$ cat config.mk
export PLATFORM = sky130hd
export DESIGN_NAME = radix_conversion_digit_stack_top
export DESIGN_NICKNAME = d
export VERILOG_FILES = /design/src/rtl/rcds_pkg.sv /design/src/rtl/rcds_div.sv /design/src/rtl/radix_conversion_digit_stack_top.sv
export VERILOG_INCLUDE_DIRS = /design/src /design/src/rtl
export SDC_FILE = /design/constraint.sdc
export NUM_CORES = 1
export LEC_CHECK = 0
export BUFFER_PORTS_ARGS = -buffer_cell sky130_fd_sc_hd__buf_2
export CAP_MARGIN = 10
export CORE_MARGIN = 5
export CORE_UTILIZATION = 35
export DETAILED_ROUTE_END_ITERATION = 10
export GPL_ROUTABILITY_DRIVEN = 1
export GPL_TIMING_DRIVEN = 0
export PLACE_DENSITY = 0.6
export SYNTH_ARGS = -nofsm -noshare
export SYNTH_HDL_FRONTEND = slang
export SYNTH_SLANG_ARGS = --single-unit
$ cat constraint.sdc
create_clock -name clock -period 3.4 [get_ports clock]
set_clock_uncertainty 0.2 [all_clocks]
set_input_delay 0.68 -clock clock [delete_from_list [all_inputs] [get_ports clock]]
set_output_delay 0.68 -clock clock [all_outputs]
set_load 0.02 [all_outputs]
$ cat src/rtl/assert_macros.svh
// Assertion macros used by the RTL top level of the digit stack block.
`ifndef ASSERT_MACROS_SVH
`define ASSERT_MACROS_SVH

// Checks a property on every rising clock edge outside reset.
`define ASSERT_CHK(lbl, prop, msg) \
   lbl: assert property (@(posedge clock) disable iff (reset) prop) else $error(msg);

// Checks that a condition never holds outside reset.
`define ASSERT_NEVER(lbl, cond, msg) \
   lbl: assert property (@(posedge clock) disable iff (reset) !(cond)) else $error(msg);

`endif

$ cat src/rtl/rcds_pkg.sv
// Package with constants and types of the radix conversion digit stack.
package rcds_pkg;

   localparam int VALUE_BITS    = 31;
   localparam int STACK_DEPTH   = 32;
   localparam int RADIX_BITS    = 4;
   localparam int DIGIT_BITS    = 4;
   localparam int RADIX_MIN     = 2;
   localparam int RADIX_MAX     = 10;
   localparam int CNT_BITS      = $clog2(STACK_DEPTH + 1);
   localparam int IDX_BITS      = $clog2(STACK_DEPTH);
   localparam int DIV_CNT_BITS  = $clog2(VALUE_BITS);
   localparam int REQ_DATA_BITS = ((VALUE_BITS + RADIX_BITS + 7) / 8) * 8;
   localparam int RSP_DATA_BITS = ((DIGIT_BITS + 7) / 8) * 8;

   typedef enum logic [2:0] {
      ST_IDLE,
      ST_DIV,
      ST_POP_REQ,
      ST_POP_LOAD,
      ST_ERR
   } state_type;

   // Status the divider hands back to the sequencer.
   typedef struct packed {
      logic done;
      logic busy;
      logic quot_nz;
   } div_stat_type;

endpackage

$ cat src/rtl/rcds_div.sv
// Bit-serial restoring divider of the value by a small radix.
module rcds_div (
   input  logic                              clock,
   input  logic                              reset,
   input  logic                              start,
   input  logic [rcds_pkg::VALUE_BITS-1:0]   dividend,
   input  logic [rcds_pkg::RADIX_BITS-1:0]   radix,
   output logic [rcds_pkg::VALUE_BITS-1:0]   quotient,
   output logic [rcds_pkg::DIGIT_BITS-1:0]   remainder,
   output rcds_pkg::div_stat_type            stat
);
   import rcds_pkg::*;

   logic                    busy_ff, busy_in;
   logic                    done_ff, done_in;
   logic                    nz_ff, nz_in;
   logic [DIV_CNT_BITS-1:0] cnt_ff, cnt_in;
   logic [VALUE_BITS-1:0]   quot_ff, quot_in;
   logic [DIGIT_BITS-1:0]   rem_ff, rem_in;
   logic [DIGIT_BITS:0]     trial;
   logic                    fits;

   // One quotient bit per cycle: the dividend shifts out at the top while
   // the quotient bits shift in at the bottom of the same register.
   assign trial = {rem_ff, quot_ff[VALUE_BITS-1]};
   assign fits  = trial >= {1'b0, radix};

   always_comb begin
      busy_in = busy_ff;
      done_in = 1'b0;
      nz_in   = nz_ff;
      cnt_in  = cnt_ff;
      quot_in = quot_ff;
      rem_in  = rem_ff;
      if (start) begin
         busy_in = 1'b1;
         nz_in   = 1'b0;
         cnt_in  = DIV_CNT_BITS'(VALUE_BITS - 1);
         quot_in = dividend;
         rem_in  = '0;
      end else if (busy_ff) begin
         quot_in = {quot_ff[VALUE_BITS-2:0], fits};
         rem_in  = fits ? DIGIT_BITS'(trial - {1'b0, radix}) : trial[DIGIT_BITS-1:0];
         nz_in   = nz_ff | fits;
         cnt_in  = cnt_ff - 1'b1;
         if (cnt_ff == '0) begin
            busy_in = 1'b0;
            done_in = 1'b1;
         end
      end
   end

   always_ff @(posedge clock) begin
      if (reset) begin
         busy_ff <= 1'b0;
         done_ff <= 1'b0;
         nz_ff   <= 1'b0;
         cnt_ff  <= '0;
         quot_ff <= '0;
      end else begin
         busy_ff <= busy_in;
         done_ff <= done_in;
         nz_ff   <= nz_in;
         cnt_ff  <= cnt_in;
         quot_ff <= quot_in;
      end
      rem_ff <= rem_in;
   end

   assign quotient     = quot_ff;
   assign remainder    = rem_ff;
   assign stat.done    = done_ff;
   assign stat.busy    = busy_ff;
   assign stat.quot_nz = nz_ff;

endmodule

$ cat src/rtl/radix_conversion_digit_stack_top.sv
// Top level of the radix conversion digit stack: sequencer, divider, stack and output register.
//
//   channel | direction | tdata                         | tuser     | tlast
//   req_    | in        | value[30:0], radix[34:31]     | -         | -
//   rsp_    | out       | digit[3:0]                    | bad_radix | last_digit
//
// Each digit costs one pass of the bit-serial divider, one bit of the value per cycle.
// Each popped digit passes through POP_REQ and POP_LOAD because the stack memory read is registered.
// One item is in work at a time.
// Reset is synchronous and clears the sequencer, the counters and the output valid.
// A stalled rsp_tready holds the pop; req_tready is high only between items.
module radix_conversion_digit_stack_top (
   input  logic                                clock,
   input  logic                                reset,
   input  logic                                req_tvalid,
   output logic                                req_tready,
   input  logic [rcds_pkg::REQ_DATA_BITS-1:0]  req_tdata,   // value, radix, zero fill
   output logic                                rsp_tvalid,
   input  logic                                rsp_tready,
   output logic [rcds_pkg::RSP_DATA_BITS-1:0]  rsp_tdata,   // digit, zero fill
   output logic                                rsp_tlast,
   output logic                                rsp_tuser    // bad_radix
);
   import rcds_pkg::*;

   `include "assert_macros.svh"

   state_type               state_ff, state_in;
   logic [CNT_BITS-1:0]     count_ff, count_in;
   logic [RADIX_BITS-1:0]   radix_ff, radix_in;
   logic                    out_valid_ff, out_valid_in;
   logic [DIGIT_BITS-1:0]   out_digit_ff, out_digit_in;
   logic                    out_last_ff, out_last_in;
   logic                    out_bad_ff, out_bad_in;

   logic [DIGIT_BITS-1:0]   stack_mem [STACK_DEPTH];
   logic [DIGIT_BITS-1:0]   rd_data_ff;
   logic                    stack_we, stack_re;
   logic [IDX_BITS-1:0]     stack_waddr, stack_raddr;

   logic                    div_start;
   logic [VALUE_BITS-1:0]   div_dividend;
   logic [VALUE_BITS-1:0]   div_quot;
   logic [DIGIT_BITS-1:0]   div_rem;
   div_stat_type            div_stat;

   logic [VALUE_BITS-1:0]   in_value;
   logic [RADIX_BITS-1:0]   in_radix;
   logic                    accept;
   logic                    out_free;

   assign in_value = req_tdata[VALUE_BITS-1:0];
   assign in_radix = req_tdata[VALUE_BITS+RADIX_BITS-1:VALUE_BITS];
   assign accept   = req_tvalid && req_tready;
   assign out_free = !out_valid_ff || rsp_tready;

   rcds_div u_div (
      .clock     (clock),
      .reset     (reset),
      .start     (div_start),
      .dividend  (div_dividend),
      .radix     (radix_ff),
      .quotient  (div_quot),
      .remainder (div_rem),
      .stat      (div_stat)
   );

   always_comb begin
      state_in     = state_ff;
      count_in     = count_ff;
      radix_in     = radix_ff;
      out_valid_in = out_valid_ff && !rsp_tready;
      out_digit_in = out_digit_ff;
      out_last_in  = out_last_ff;
      out_bad_in   = out_bad_ff;
      req_tready   = 1'b0;
      div_start    = 1'b0;
      div_dividend = div_quot;
      stack_we     = 1'b0;
      stack_re     = 1'b0;
      stack_waddr  = count_ff[IDX_BITS-1:0];
      stack_raddr  = IDX_BITS'(count_ff - 1'b1);
      case (state_ff)
         ST_IDLE: begin
            req_tready = 1'b1;
            if (accept) begin
               if (in_radix < RADIX_BITS'(RADIX_MIN)) begin
                  state_in = ST_ERR;
               end else begin
                  radix_in = (in_radix > RADIX_BITS'(RADIX_MAX)) ?
                             RADIX_BITS'(RADIX_MAX) : in_radix;
                  count_in     = '0;
                  div_start    = 1'b1;
                  div_dividend = in_value;
                  state_in     = ST_DIV;
               end
            end
         end
         ST_DIV: begin
            if (div_stat.done) begin
               // Remainders beyond the stack depth are dropped.
               if (count_ff < CNT_BITS'(STACK_DEPTH)) begin
                  stack_we = 1'b1;
                  count_in = count_ff + 1'b1;
               end
               if (div_stat.quot_nz) begin
                  div_start = 1'b1;
               end else begin
                  state_in = ST_POP_REQ;
               end
            end
         end
         ST_POP_REQ: begin
            stack_re = 1'b1;
            count_in = count_ff - 1'b1;
            state_in = ST_POP_LOAD;
         end
         ST_POP_LOAD: begin
            if (out_free) begin
               out_valid_in = 1'b1;
               out_digit_in = rd_data_ff;
               out_last_in  = (count_ff == '0);
               out_bad_in   = 1'b0;
               state_in     = (count_ff == '0) ? ST_IDLE : ST_POP_REQ;
            end
         end
         ST_ERR: begin
            if (out_free) begin
               out_valid_in = 1'b1;
               out_digit_in = '0;
               out_last_in  = 1'b1;
               out_bad_in   = 1'b1;
               state_in     = ST_IDLE;
            end
         end
         default: begin
            state_in = ST_IDLE;
         end
      endcase
   end

   always_ff @(posedge clock) begin
      if (reset) begin
         state_ff     <= ST_IDLE;
         count_ff     <= '0;
         radix_ff     <= '0;
         out_valid_ff <= 1'b0;
      end else begin
         state_ff     <= state_in;
         count_ff     <= count_in;
         radix_ff     <= radix_in;
         out_valid_ff <= out_valid_in;
      end
      out_digit_ff <= out_digit_in;
      out_last_ff  <= out_last_in;
      out_bad_ff   <= out_bad_in;
   end

   always_ff @(posedge clock) begin
      if (stack_we) begin
         stack_mem[stack_waddr] <= div_rem;
      end
      if (stack_re) begin
         rd_data_ff <= stack_mem[stack_raddr];
      end
   end

   assign rsp_tvalid = out_valid_ff;
   assign rsp_tdata  = RSP_DATA_BITS'(out_digit_ff);
   assign rsp_tlast  = out_last_ff;
   assign rsp_tuser  = out_bad_ff;

   `ASSERT_CHK(a_done_in_div, div_stat.done |-> state_ff == ST_DIV, "divider done outside DIV")
   `ASSERT_NEVER(a_count_range, count_ff > CNT_BITS'(STACK_DEPTH), "digit count past depth")
   `ASSERT_CHK(a_idle_empty, state_ff == ST_IDLE |-> count_ff == '0 && !div_stat.busy, "idle with work left")
   `ASSERT_CHK(a_bad_form, rsp_tvalid && rsp_tuser |-> rsp_tlast && out_digit_ff == '0, "malformed error transfer")

endmodule

==> impl_metrics.csv <==
group,metric,value,unit
status,status,"finished, final reports clean",
yosys,synth-seq-cells,195,
die,die_x,168.6,um
final_layout,final_cell_mix,"edfxtp_1, nor2_1, nand2_1",
detailed_routing,wl,19150,um
detailed_routing,num_vias,5494,
yosys,synth_cell_types,62,
yosys,synth_edf_count,138,
placement,place.gp.congestion,0.8125,
sta,grt_setup_unrepaired,"false",
worst_setup_path,cp_data_arrival_time,3280,ps
final_layout,nets,792,
grt,grt_remaining_overflow,0,
final_layout,areaGrowthSynthToFinish,15.82,%
die,fp.coreArea,0.02496,mm^2
yosys,postSynthCellCount,667,
clock_tree,clk_transition_reported_paths,80,ps
clock_tree,clkSinkCount,195,
grt,grt_pass1_wl,30660,um
placement,port_buffers,45,
detailed_routing,ant_nets,0,
clock_tree,clk_latency,440,ps
clock_tree,htree_num_levels,4,
sta,finalHoldViolCount,0,
sta,tightest_slew,1245,ps
final_layout,final_cell_area,0.01020,mm^2
clock_tree,cts_buffers,17,
sta,period_needed,3304,ps
clock_tree,clk_path_buf_depth,2,
grt,track_usage,0.1373,
yosys,synth_ff_type,"edfxtp_1",
yosys,syn_avg_cell_area,13.20,um^2
grt,grt_pass1_vias,5487,
die,initial_utilization,0.3526,
final_layout,diodes,0,
detailed_routing,drtIter0Drc,318,
detailed_routing,route.detailed.drc,0,
clock_tree,hold_buffers,0,
placement,place_area,0.009453,mm^2
sta,fin_ws,96.00,ps
die,die_area,0.02842,mm^2
clock_tree,clockRootBuffer,"clkbuf_16",
sta,hold_slack,264.8,ps
worst_setup_path,start_kind,"register",
sta,min_period_over_period,0.9718,
pwr,vdd_drop_max,0.0002849,V
yosys,synthesis.area,0.008803,mm^2
worst_setup_path,cp.required,3380,ps
run,drv_cap,0,
clock_tree,cts_tree,"yes",
yosys,seq_area_frac_synth,0.6003,
die,die_height,168.6,um
worst_setup_path,criticalPathCategory,"reg -> reg",
grt,grt_max_degree,36,
pwr,pwr_density_cell,655.3,mW/mm^2
sta,slew_viol_final,0,
detailed_routing,routedWlPerCell,17.73,um
worst_setup_path,endpoint_kind,"register",
sta,fmax,302.7,MHz
pwr,p_leak,3.468,nW
final_layout,layout-drive-gt1-share,0.2600,
die,io_pins,56,
worst_setup_path,crit_fanout,10,
sta,finalSetupViolCount,0,
detailed_routing,first_pass_iters,5,
grt,antenna_found_initial,0,
sta,relSlewSlack,0.1690,
yosys,ys_warn_count,0,
yosys,async_flop_share,0,
placement,dp_slack,-613.5,ps
final_layout,mostFrequentLayoutCell,"edfxtp_1",
die,rows,58,
detailed_routing,via_per_inst,5.087,
placement,dpl.hpwl,13000,um
worst_hold_path,hold_class,"reg -> reg",
path summary, 6_finish.rpt:
check / from / endpoint / slack (ps) / depth (start not counted)
worst min-delay path: radix_ff[3] / radix_ff[3] / 260 / 2
worst max register to register: count_ff[0] / rd_data_ff[3] / 100 / 9
worst max-delay path: count_ff[0] / rd_data_ff[3] / 100 / 9
worst min register to register: radix_ff[3] / radix_ff[3] / 260 / 2
synthesized netlist by cell type (all sizes together), types with 4 or more instances:
cell type,instances,area share
a21oi,25,0.014
a22o,5,0.0050
a311oi,32,0.053
a31oi,4,0.0028
and2,4,0.0028
buf,27,0.023
clkbuf,20,0.0087
dfxtp,57,0.13
edfxtp,138,0.47
ha,10,0.014
inv,15,0.0064
mux2,9,0.012
mux2i,13,0.015
mux4,32,0.082
nand2,87,0.038
nand3,5,0.0028
nand3b,4,0.0034
nor2,86,0.037
nor3,7,0.0040
nor3b,5,0.0055
o21ai,17,0.0097
o22ai,7,0.0050
o31ai,4,0.0034
or2,4,0.0028
or3,4,0.0028
xnor2,4,0.0040
xor2,5,0.0058
worst max-delay path, cell delays in order (launching register included):
cell	delay, ps
dfxtp_1	390
clkbuf_1	250
clkbuf_2	320
inv_1	140
ha_1	470
clkbuf_4	320
mux4_2	330
mux2_2	280
o22ai_1	250
nor2_1	100
power by group:
group,internal (mW),total [mW],switching (mW)
registers,2.84,3.02,0.179
logic,0.668,1.52,0.851
clock network,1.12,2.14,1.02
kinds of logic after synthesis:
kind of cell / Yosys count / share of synthesized area
xor gates and xnor gates: 9 / 0.009806
adders and majority gates: 11 / 0.01649
muxes: 54 / 0.1082
AOI/OAI and AO/OA: 109 / 0.1104
DFF: 195 / 0.6003
and+or+nand+nor: 226 / 0.1164
other: 1 / 0.0004260
buffers and inverters: 62 / 0.03795
sequential cells by signal, indices dropped and copies added, names as in the netlist, 3 cells and up:
name and count:
count_ff 6, out_digit_ff 4, radix_ff 4, rd_data_ff 4
stack_mem 128, state_ff 3, u_div.cnt_ff 5, u_div.quotient 31
u_div.remainder 4
through the flow:
stage	power, mW	utilization	instances	setup TNS, ps
after CTS	6.655	0.4052	1076	0
after detailed placement	4.520	0.3787	1045	-2216
after global placement	4.488	0.3787	1045	-2342
after global routing	6.987	0.4084	1080	0
after floorplan	4.086	-	670	0
final	6.681	0.4084	1080	0
final cells by class:
cell class	instances	area, um^2
Buffer	46	286.5
Tap cell	330	412.9
Fill cell	2357	14770
Clock inverter	14	195.2
Multi-Input combinational cell	413	3207
Inverter	15	56.30
Clock buffer	18	450.4
Sequential cell	195	5285
Timing Repair Buffer	49	302.8
per-layer routing:
| layer | track usage | vias up | wire [um] |
|---|---|---|---|
| met5 | 0 | - | 0 |
| met4 | 0.03811 | 0 | 226 |
| met3 | 0.02709 | 16 | 581 |
| met2 | 0.2234 | 108 | 9549 |
| met1 | 0.1886 | 2729 | 8791 |
| li1 | - | 2641 | - |
repair_timing:
action | 4_1_cts | 5_1_grt
resized for setup | 7 | 2
buffers inserted | 0 | 1
endpoints found under the setup margin | 4 | 3
Note: power is estimated with default switching activity, not from simulation.
